$ cat src/rtl/sfo_pkg.sv
`timescale 1ns / 1ps
// ----------------------------------------------------------------------------
// sfo_pkg
// Types, constants, microcode and helpers of the sensorless flux observer.
// ----------------------------------------------------------------------------
package sfo_pkg;

    localparam int ANGLE_BITS   = 16;
    localparam int CORDIC_STEPS = 16;
    localparam int DATA_WIDTH   = 32;
    localparam int SAT_W        = (DATA_WIDTH < 32) ? DATA_WIDTH : 32;

    localparam int OP_W     = 33;
    localparam int PROD_W   = 2 * OP_W;
    localparam int ACC_W    = PROD_W + 2;
    localparam int SUM_W    = ACC_W + 1;
    localparam int CORDIC_W = 36;
    localparam int Z_W      = 34;
    localparam int STEP_W   = (CORDIC_STEPS > 1) ? $clog2(CORDIC_STEPS) : 1;
    localparam int UOP_N    = 18;
    localparam int UOP_W    = 5;

    localparam logic [31:0] CORDIC_K = 32'd652032874;

    localparam logic signed [SUM_W-1:0] SAT_HI = SUM_W'((65'sd1 <<< (SAT_W - 1)) - 65'sd1);
    localparam logic signed [SUM_W-1:0] SAT_LO = -SAT_HI - SUM_W'(1);

    typedef struct packed {
        logic signed [31:0] volt_alpha;
        logic signed [31:0] volt_beta;
        logic signed [31:0] curr_alpha;
        logic signed [31:0] curr_beta;
    } t_in_word;

    typedef struct packed {
        logic        [15:0] rotor_angle;
        logic signed [31:0] flux_alpha_est;
        logic signed [31:0] flux_beta_est;
    } t_out_word;

    typedef enum logic [2:0] {
        REG_MODE       = 3'd0,
        REG_RESISTANCE = 3'd1,
        REG_INDUCTANCE = 3'd2,
        REG_INV_IND    = 3'd3,
        REG_MAGNET     = 3'd4,
        REG_GAIN_A     = 3'd5,
        REG_GAIN_B     = 3'd6,
        REG_TIME_STEP  = 3'd7
    } t_reg_idx;

    typedef enum logic [4:0] {
        SRC_RS, SRC_LS, SRC_IL, SRC_GA, SRC_GB, SRC_TS, SRC_COS, SRC_SIN,
        SRC_FA, SRC_FB, SRC_IA, SRC_IB, SRC_PCA, SRC_PCB, SRC_D, SRC_Q,
        SRC_DMPM, SRC_EA, SRC_EB, SRC_TA, SRC_TB
    } t_src;

    typedef enum logic [3:0] {
        K_VA, K_VB, K_IA, K_IB, K_FA, K_FB, K_PM, K_XA, K_XB
    } t_ksel;

    typedef enum logic [3:0] {
        DST_XA, DST_XB, DST_LA, DST_LB, DST_D, DST_Q, DST_EA, DST_EB,
        DST_TA, DST_TB, DST_FA, DST_FB
    } t_dst;

    // SAT: sat(r); KSUB: sat(k - sat(r)); SUBK: sat(sat(r) - k); ADDK: sat(k + r)
    typedef enum logic [1:0] {POST_SAT, POST_KSUB, POST_SUBK, POST_ADDK} t_post;
    typedef enum logic [1:0] {SH_16, SH_20, SH_28, SH_30} t_shift;

    typedef struct packed {
        t_src   a;
        t_src   b;
        logic   neg;
        logic   first;
        logic   last;
        t_shift sh;
        t_post  post;
        t_ksel  k;
        t_dst   dst;
    } t_uop;

    typedef struct packed {
        logic   mul_en;
        logic   acc_en;
        logic   first;
        logic   neg;
        t_shift sh;
        t_post  post;
    } t_mac_ctrl;

    typedef struct packed {
        logic load;
        logic run;
        logic vector;
    } t_cor_ctrl;

    typedef enum logic [3:0] {
        ST_IDLE, ST_SINCOS, ST_SCSTORE, ST_MUL, ST_ACC, ST_WB, ST_DIFF,
        ST_ALOAD, ST_ATAN, ST_DONE
    } t_state;

    function automatic logic signed [31:0] sat(input logic signed [SUM_W-1:0] x);
        logic signed [SUM_W-1:0] c;
        begin
            if (x > SAT_HI) begin
                c = SAT_HI;
            end else if (x < SAT_LO) begin
                c = SAT_LO;
            end else begin
                c = x;
            end
            return c[31:0];
        end
    endfunction

    // atan(2^-i) as a fraction of a turn, 32 bits
    function automatic logic [31:0] atan_turn(input logic [4:0] i);
        logic [31:0] v;
        begin
            unique case (i)
                5'd0:  v = 32'd536870912;
                5'd1:  v = 32'd316933406;
                5'd2:  v = 32'd167458907;
                5'd3:  v = 32'd85004756;
                5'd4:  v = 32'd42667331;
                5'd5:  v = 32'd21354465;
                5'd6:  v = 32'd10679838;
                5'd7:  v = 32'd5340245;
                5'd8:  v = 32'd2670163;
                5'd9:  v = 32'd1335087;
                5'd10: v = 32'd667544;
                5'd11: v = 32'd333772;
                5'd12: v = 32'd166886;
                5'd13: v = 32'd83443;
                5'd14: v = 32'd41722;
                5'd15: v = 32'd20861;
                5'd16: v = 32'd10430;
                5'd17: v = 32'd5215;
                5'd18: v = 32'd2608;
                5'd19: v = 32'd1304;
                5'd20: v = 32'd652;
                5'd21: v = 32'd326;
                5'd22: v = 32'd163;
                5'd23: v = 32'd81;
                default: v = 32'd0;
            endcase
            return v;
        end
    endfunction

    // Microcode: one product term per entry; mode selects the error model
    function automatic t_uop uop_rom(input logic [UOP_W-1:0] idx, input logic mode);
        t_uop u;
        begin
            u = '{SRC_RS, SRC_PCA, 1'b0, 1'b1, 1'b1, SH_16, POST_SAT, K_VA, DST_XA};
            unique case (idx)
                5'd0:  u = '{SRC_RS, SRC_PCA, 1'b0, 1'b1, 1'b1, SH_16, POST_KSUB, K_VA, DST_XA};
                5'd1:  u = '{SRC_RS, SRC_PCB, 1'b0, 1'b1, 1'b1, SH_16, POST_KSUB, K_VB, DST_XB};
                5'd2:  u = '{SRC_LS, SRC_IA, 1'b0, 1'b1, 1'b1, SH_16, POST_SAT, K_VA, DST_LA};
                5'd3:  u = '{SRC_LS, SRC_IB, 1'b0, 1'b1, 1'b1, SH_16, POST_SAT, K_VA, DST_LB};
                5'd4:  u = '{SRC_COS, mode ? SRC_IA : SRC_FA, 1'b0, 1'b1, 1'b0,
                             SH_30, POST_SAT, K_VA, DST_D};
                5'd5:  u = '{SRC_SIN, mode ? SRC_IB : SRC_FB, 1'b0, 1'b0, 1'b1,
                             SH_30, POST_SAT, K_VA, DST_D};
                5'd6:  u = '{SRC_COS, mode ? SRC_IB : SRC_FB, 1'b0, 1'b1, 1'b0,
                             SH_30, POST_SAT, K_VA, DST_Q};
                5'd7:  u = '{SRC_SIN, mode ? SRC_IA : SRC_FA, 1'b1, 1'b0, 1'b1,
                             SH_30, POST_SAT, K_VA, DST_Q};
                5'd8:  u = mode ? '{SRC_D, SRC_LS, 1'b0, 1'b1, 1'b1, SH_16, POST_ADDK, K_PM, DST_D}
                                : '{SRC_DMPM, SRC_IL, 1'b0, 1'b1, 1'b1, SH_28, POST_SAT, K_VA,
                                    DST_D};
                5'd9:  u = mode ? '{SRC_Q, SRC_LS, 1'b0, 1'b1, 1'b1, SH_16, POST_SAT, K_VA, DST_Q}
                                : '{SRC_Q, SRC_IL, 1'b0, 1'b1, 1'b1, SH_28, POST_SAT, K_VA, DST_Q};
                5'd10: u = '{SRC_COS, SRC_D, 1'b0, 1'b1, 1'b0, SH_30, POST_SAT, K_VA, DST_EA};
                5'd11: u = mode ? '{SRC_SIN, SRC_Q, 1'b1, 1'b0, 1'b1, SH_30, POST_SUBK, K_FA, DST_EA}
                                : '{SRC_SIN, SRC_Q, 1'b1, 1'b0, 1'b1, SH_30, POST_KSUB, K_IA,
                                    DST_EA};
                5'd12: u = '{SRC_SIN, SRC_D, 1'b0, 1'b1, 1'b0, SH_30, POST_SAT, K_VA, DST_EB};
                5'd13: u = mode ? '{SRC_COS, SRC_Q, 1'b0, 1'b0, 1'b1, SH_30, POST_SUBK, K_FB, DST_EB}
                                : '{SRC_COS, SRC_Q, 1'b0, 1'b0, 1'b1, SH_30, POST_KSUB, K_IB,
                                    DST_EB};
                5'd14: u = '{SRC_EA, SRC_GA, 1'b0, 1'b1, 1'b1, mode ? SH_28 : SH_16,
                             POST_ADDK, K_XA, DST_TA};
                5'd15: u = '{SRC_EB, SRC_GB, 1'b0, 1'b1, 1'b1, mode ? SH_28 : SH_16,
                             POST_ADDK, K_XB, DST_TB};
                5'd16: u = '{SRC_TS, SRC_TA, 1'b0, 1'b1, 1'b1, SH_20, POST_ADDK, K_FA, DST_FA};
                5'd17: u = '{SRC_TS, SRC_TB, 1'b0, 1'b1, 1'b1, SH_20, POST_ADDK, K_FB, DST_FB};
                default: u = '{SRC_RS, SRC_PCA, 1'b0, 1'b1, 1'b1, SH_16, POST_SAT, K_VA, DST_XA};
            endcase
            return u;
        end
    endfunction

endpackage

$ cat src/rtl/sfo_mac.sv
`timescale 1ns / 1ps
// ----------------------------------------------------------------------------
// sfo_mac
// Shared multiply-accumulate with rounding shift, saturation and offset add.
// ----------------------------------------------------------------------------
module sfo_mac (
    input  logic                             i_clk,
    input  sfo_pkg::t_mac_ctrl               i_ctrl,
    input  logic signed [sfo_pkg::OP_W-1:0]  i_a,
    input  logic signed [sfo_pkg::OP_W-1:0]  i_b,
    input  logic signed [31:0]               i_k,
    output logic signed [31:0]               o_res
);

    logic signed [sfo_pkg::PROD_W-1:0] r_prod;
    logic signed [sfo_pkg::ACC_W-1:0]  r_acc;
    logic signed [sfo_pkg::ACC_W-1:0]  w_p;
    logic signed [sfo_pkg::ACC_W-1:0]  w_r;
    logic signed [31:0]                w_y;
    logic signed [sfo_pkg::SUM_W-1:0]  w_k;

    always_ff @(posedge i_clk) begin
        if (i_ctrl.mul_en) begin
            r_prod <= i_a * i_b;
        end
        if (i_ctrl.acc_en) begin
            if (i_ctrl.first) begin
                r_acc <= i_ctrl.neg ? -w_p : w_p;
            end else begin
                r_acc <= i_ctrl.neg ? r_acc - w_p : r_acc + w_p;
            end
        end
    end

    assign w_p = sfo_pkg::ACC_W'(r_prod);
    assign w_k = sfo_pkg::SUM_W'(i_k);

    // round half up, then arithmetic shift
    always_comb begin
        unique case (i_ctrl.sh)
            sfo_pkg::SH_16: w_r = (r_acc + sfo_pkg::ACC_W'(1 << 15)) >>> 16;
            sfo_pkg::SH_20: w_r = (r_acc + sfo_pkg::ACC_W'(1 << 19)) >>> 20;
            sfo_pkg::SH_28: w_r = (r_acc + sfo_pkg::ACC_W'(1 << 27)) >>> 28;
            sfo_pkg::SH_30: w_r = (r_acc + sfo_pkg::ACC_W'(1 << 29)) >>> 30;
            default:        w_r = r_acc;
        endcase
    end

    assign w_y = sfo_pkg::sat(sfo_pkg::SUM_W'(w_r));

    always_comb begin
        unique case (i_ctrl.post)
            sfo_pkg::POST_SAT:  o_res = w_y;
            sfo_pkg::POST_KSUB: o_res = sfo_pkg::sat(w_k - sfo_pkg::SUM_W'(w_y));
            sfo_pkg::POST_SUBK: o_res = sfo_pkg::sat(sfo_pkg::SUM_W'(w_y) - w_k);
            sfo_pkg::POST_ADDK: o_res = sfo_pkg::sat(w_k + sfo_pkg::SUM_W'(w_r));
            default:            o_res = w_y;
        endcase
    end

endmodule

$ cat config.mk
export PLATFORM = sky130hd
export DESIGN_NAME = sfo_mac
export DESIGN_NICKNAME = d
export VERILOG_FILES = /design/src/rtl/sfo_pkg.sv /design/src/rtl/sfo_mac.sv
export SDC_FILE = /design/constraint.sdc
export NUM_CORES = 2
export LEC_CHECK = 0
export BUFFER_PORTS_ARGS = -buffer_cell sky130_fd_sc_hd__buf_2
export CAP_MARGIN = 20
export CORE_AREA = 2 2 354 356
export CTS_CLUSTER_DIAMETER = 200
export DETAILED_ROUTE_END_ITERATION = 6
export DIE_AREA = 0 0 356 358
export PLACE_DENSITY = 0.66
export SLEW_MARGIN = 10
export SYNTH_ARGS = -nofsm -noshare
export SYNTH_HDL_FRONTEND = slang
export SYNTH_SLANG_ARGS = --single-unit
$ cat constraint.sdc
create_clock -name i_clk -period 11.6 [get_ports i_clk]
set_input_delay 0.58 -clock i_clk [delete_from_list [all_inputs] [get_ports i_clk]]
set_output_delay 0.58 -clock i_clk [all_outputs]
set_load 0.01 [all_outputs]
Word level (Yosys, flattened, before mapping)
Cells that the tools add are included.
{ "classes": {"addsub": 10, "multipliers": 1, "magnitude_cmp": 8, "eq_ne": 6, "n_mux": 13, "n_reduce_logical": 2} }
{ "ops": {"columns": ["operator", "count"], "rows": [
  ["$pmux W68 S4", 1],
  ["$mux W32", 8],
  ["$mux W68", 3],
  ["$pmux W32 S4", 1],
  ["$add A32 B68 Y69", 1],
  ["$gt A69 B32 Y1 const B", 1],
  ["$lt A69 B32 Y1 const B", 1],
  ["$add A68 B17 Y68 const B", 1],
  ["$add A68 B21 Y68 const B", 1],
  ["$add A68 B29 Y68 const B", 1],
  ["$add A68 B31 Y68 const B", 1],
  ["$add A68 B66 Y68", 1],
  ["$gt A68 B32 Y1 const B", 1],
  ["$lt A68 B32 Y1 const B", 1],
  ["$neg A66 Y68", 1],
  ["$sub A68 B66 Y68", 1],
  ["$gt A33 B32 Y1 const B", 2],
  ["$lt A33 B32 Y1 const B", 2],
  ["$mul A33 B33 Y66", 1],
  ["$sub A32 B32 Y33", 2],
  ["$eq A2 B2 Y1 const B", 4],
  ["$eq A2 B1 Y1 const B", 2],
  ["$logic_not A2 Y1", 2]
]} }
{ "word_totals": {"ff_bits": 134, "wordCells": 42} }

Logic depth before layout (Yosys ltp)
{ "depth": {"depth_word": 10, "depth_mapped": 35} }

Worst setup path before layout
No wires, ideal clock.
{ "synth_timing": {"path_type": "input to register", "startpoint": "in i_a[32] in the netlist's numbering", "endpoint": "reg r_prod[64] in the netlist's numbering (data pin)", "setup_ns": 0.264, "arrival_time_ns": 9.038, "required_time_ns": 11.336, "setup_slack_ns": 2.299, "path_stages": 31, "cell_sequence": "clkbuf_1 > nand2_1 > inv_1 > fa_1 > inv_1 > fa_1 > inv_1 > fa_1 > fa_1 > inv_1 > fa_1 > fa_1 > fa_1 > inv_1 > fa_1 > ha_1 > a21oi_1 > nor2_1 > o21ai_0 > nand2b_1 > a21oi_1 > nor2b_1 > o21ai_0 > nand2b_1 > a21o_1 > a21o_1 > a21o_1 > a211oi_1 > nand3_1 > a221oi_1 > xnor2_1"} }
{ "synth_via": {"elab_chain_len": 1} }
{ "synth_lines": {"columns": ["item", "line_no", "rtl"], "rows": [
  ["start: declaration", "sfo_mac.sv:9", "input logic signed [sfo_pkg::OP_W-1:0] i_a,"],
  ["$mul A33 B33 Y66", "sfo_mac.sv:24", "r_prod <= i_a * i_b;"],
  ["end signal: assignment", "sfo_mac.sv:24", null],
  ["end: declaration", "sfo_mac.sv:15", "logic signed [sfo_pkg::PROD_W-1:0] r_prod;"]
]} }
Every way passes these cells.
A chain may end at the register's enable or synchronous reset.

Final worst setup path
{ "layout_timing": {"startpoint": "reg r_acc[28] in the netlist's numbering", "endpoint": "out o_res[24]"} }
{ "layout_via": {"elab_chain_len": 10, "elab_cells_between_ends": 25} }
{ "layout_lines": {"columns": ["item", "line_no", "rtl"], "rows": [
  ["start: declaration", "sfo_mac.sv:16", "logic signed [sfo_pkg::ACC_W-1:0] r_acc;"],
  ["start signal: assignment", "sfo_mac.sv:28", "r_acc <= i_ctrl.neg ? -w_p : w_p;"],
  ["start signal: assignment", "sfo_mac.sv:30", "r_acc <= i_ctrl.neg ? r_acc - w_p : r_acc + w_p;"],
  ["$add A68 B31 Y68 (tied with other cells)", "sfo_mac.sv:44", "sfo_pkg::SH_30: w_r = (r_acc + sfo_pkg::ACC_W'(1 << 29)) >>> 30;"],
  ["$pmux W68 S4 (*)", "sfo_mac.sv:40", "unique case (i_ctrl.sh)"],
  ["$lt A68 B32 Y1", "sfo_pkg.sv:108", "end else if (x < SAT_LO) begin"],
  ["$mux W32", "sfo_pkg.sv:108", null],
  ["$mux W32", "sfo_pkg.sv:106", "if (x > SAT_HI) begin"],
  ["$sub A32 B32 Y33, on equally long branches", "sfo_mac.sv:55, sfo_mac.sv:54", null],
  ["$lt A33 B32 Y1", "sfo_pkg.sv:108", null],
  ["$mux W32", "sfo_pkg.sv:108", null],
  ["$mux W32", "sfo_pkg.sv:106", null],
  ["$pmux W32 S4 (*)", "sfo_mac.sv:52", "unique case (i_ctrl.post)"],
  ["end: declaration", "sfo_mac.sv:12", "output logic signed [31:0] o_res"]
]} }
Every way passes the cells marked *; elsewhere a longest branch is shown, timed or not.

==> metrics.md <==
| Metric | Value |
|---|---|
| Outcome | `finished, violations left` |
| Violated checks | `DRC` |
| Register cell area after layout | `0.00402 mm2` |
| Cells after DPL | `8758` |
| Fraction of registers with async set or reset after synthesis | `0%` |
| Final wirelength | `194000 um` |
| Post-Synthesis Cell Area | `0.0614 mm2` |
| CTS Root Cell | `clkbuf_16` |
| Final number of hold-violating endpoints | `0` |
| Critical Path Max Stage Delay | `0.74 ns` |
| Final total negative setup slack | `0 ns` |
| DR top layer | `met5` |
| Iter 0 DRT Violations | `4201` |
| Required @ worst endpoint | `11.02 ns` |
| Cell with the biggest individual delay on the critical path | `nor3_2` |
| Core region area | `0.123 mm2` |
| Most frequent cells in the layout | `1260 x inv_1, 1149 x fa_1, 1026 x nand2_1` |
| Final standard cell count with taps included and fillers excluded | `8793` |
| Maximum buffer depth of the clock tree | `3` |
| Global route overflow | `0` |
| Fmax | `92.2 MHz` |
| Share of final-layout standard cells stronger than drive strength 1 | `5.02%` |
| Number of setup buffers added after CTS | `0` |
| Clock insertion delay at the later pin of the skew report | `0.50 ns` |
| Unrepaired setup endpoints after global routing | `false` |
| Sink Count | `134` |
| Relative max-transition margin | `34.1%` |
| TritonCTS buffer count | `25` |
| Number of pins exceeding their max-slew limit in the final report | `0` |
| Area of the multi-input gates | `0.0512 mm2` |
| Final worst path period share | `93.5%` |
| Resized Gates After CTS | `0` |
| Number of enable-type register cells in the synthesized netlist | `134` |
| Cells after Synth | `7248` |
| CP max FO | `11` |
| Die extent in y | `358 um` |
| Port-buffer cells | `138` |
| Maximum number of pins on one net before global-route repair | `77` |
| CTS tree | `built` |
| Die Footprint | `0.127 mm2` |
| Met2 layer wire length in the routed design | `88900 um` |
| Via count of the first global-routing pass | `52454` |
| Number of violations of the max-capacitance limit | `0` |
| Type of the most critical hold path | `primary input to flop` |
| Commonest non-fill, non-tap cell in the layout | `inv_1` |
| Num ports | `139` |
| Synthesized flop and latch total | `134` |
| Net Count, Synth | `8908` |
| Hold buffer count at CTS | `0` |
| Clock transition at path regs | `0.06 ns` |
| Wire length of the first global-routing pass | `304000 um` |
| Commonest register cell after synthesis | `edfxtp_1` |
| Data arrival time of the critical path | `10.26 ns` |
| Finish-stage setup viols | `0` |
| Initial Util | `49.8%` |
| Nature of the critical path startpoint | `flop` |
| Worst clock skew on the final layout | `0.0272 ns` |
| Cell type contributing the most total cell area after synthesis | `fa_1` |
| Routed length on met3 | `15100 um` |
| NumNets Final | `8808` |
| RD Place Congestion | `1.00` |
| CP Capture Type | `primary output` |
| TritonRoute pass-1 iters | `7` |
| Yosys Warn Count | `0` |
| Half-perimeter wire length of the detailed placement result | `160000 um` |
| Site row count | `129` |
| Synthesized area divided by synthesized cell count | `8.48 um2` |
| Area share of the largest cell type after synthesis | `37.4%` |
| Drt wl/cell | `22.1 um` |
| Filler cell count in the final layout | `11759` |
| Level count of the clock H-tree | `4` |
| Worst-margin pin slew | `0.982 ns` |
| Routed metal-1 wire length | `81400 um` |
| Post-route ant nets | `0` |
| Post-route worst hold slack | `0.548 ns` |
| Die Span X | `356 um` |
| Largest cells by area after synthesis | `fa_1 37%, ha_1 8.2%, inv_1 7.7%` |
| Setup slack of the most critical reg-to-reg path | `4.10 ns` |
| Number of vias in the routed layout | `50888` |
| Total GRT Usage | `30.8%` |
| Classification of the worst setup path | `flop to primary output` |
| Antenna violations before repair | `4` |
| Final critical-path required period | `10.84 ns` |
| Via/cell ratio | `5.79` |
| DRC viols | `18` |
| Signed area change from the synthesized netlist to the final layout | `4.56%` |
| Library cells used by synthesis | `92` |
| Share of the yosys chip area belonging to registers | `6.55%` |
## registers in the layout (all words and copies together), names as in the netlist
name,cells
r_prod,66
r_acc,68
## Yosys cell counts (29+ instances only)
cell	instances
inv_1	1260
fa_1	1149
nand2_1	1026
ha_1	404
and2_1	362
clkbuf_1	319
nor2_1	309
a21oi_1	305
xnor2_1	303
o21ai_0	212
a21o_1	161
xor2_1	141
edfxtp_1	134
nand3_1	100
nand2b_1	96
nor3_1	94
nand4_1	69
nor2b_1	62
o21bai_1	51
or3_1	45
nor4_1	39
and3_1	34
o21a_1	34
a211oi_1	31
buf_2	29
## per-stage QoR
stage / cell area (um2) / util [%] / worst slack (ns)
floorplan: 61400 / - / 2.30
global placement: 63500 / 51.5 / 1.33
detailed placement: 63500 / 51.5 / 1.26
CTS: 64200 / 52.1 / 0.915
global route: 64200 / 52.1 / 0.163
finish: 64200 / 52.1 / 0.757
## worst paths after layout
| path | depth (start not counted) | startpoint | to |
|---|---|---|---|
| max | 33 | r_acc[28] | o_res[24] |
| min | 1 | i_ctrl[6] | r_acc[55] |
| max reg2reg | 27 | r_prod[0] | r_acc[67] |
| min reg2reg | 2 | r_prod[0] | r_acc[0] |
## cell type report
class	count	share of cell area [%]
Multi-Input combinational cell	5479	79.7
Inverter	1262	7.37
Sequential cell	134	6.26
Tap cell	1637	3.19
Timing Repair Buffer	246	2.36
Clock buffer	28	0.991
Clock inverter	5	0.0721
Antenna cell	2	0.00779
## logic make-up (layout without fill, tap and decap cells)
logic type / after synthesis / count (layout) / share of synthesized area [%]
fa+ha+maj: 1555 / 1555 / 45.7
simple gates: 2342 / 2342 / 18.4
mux: 53 / 53 / 1.42
flops: 134 / 134 / 6.55
xor+xnor: 444 / 444 / 6.33
other cells: 0 / 2 / 0
compound gates: 1085 / 1085 / 11.5
buf+inv: 1635 / 1541 / 10.1
## per-layer routing
layer	track usage (%)	up-vias
met5	0	-
met1	41.9	25470
met3	4.13	388
met4	12.5	2
li1	-	22798
met2	49.8	2230
## worst max-delay path, delay by kind of cell (launching register included)
kind / cells / cell delay [ns]
AO/OA/AOI/OAI: 13 / 3.22
adder cells (fa/ha/maj): 2 / 0.91
buffers and inverters: 6 / 1.21
flip-flops: 1 / 0.55
multiplexers: 2 / 0.26
AND/OR/NAND/NOR: 10 / 3.60
Power is not shown: default switching activity piles up to over one toggle a cycle in this logic, so the estimate is an artifact.
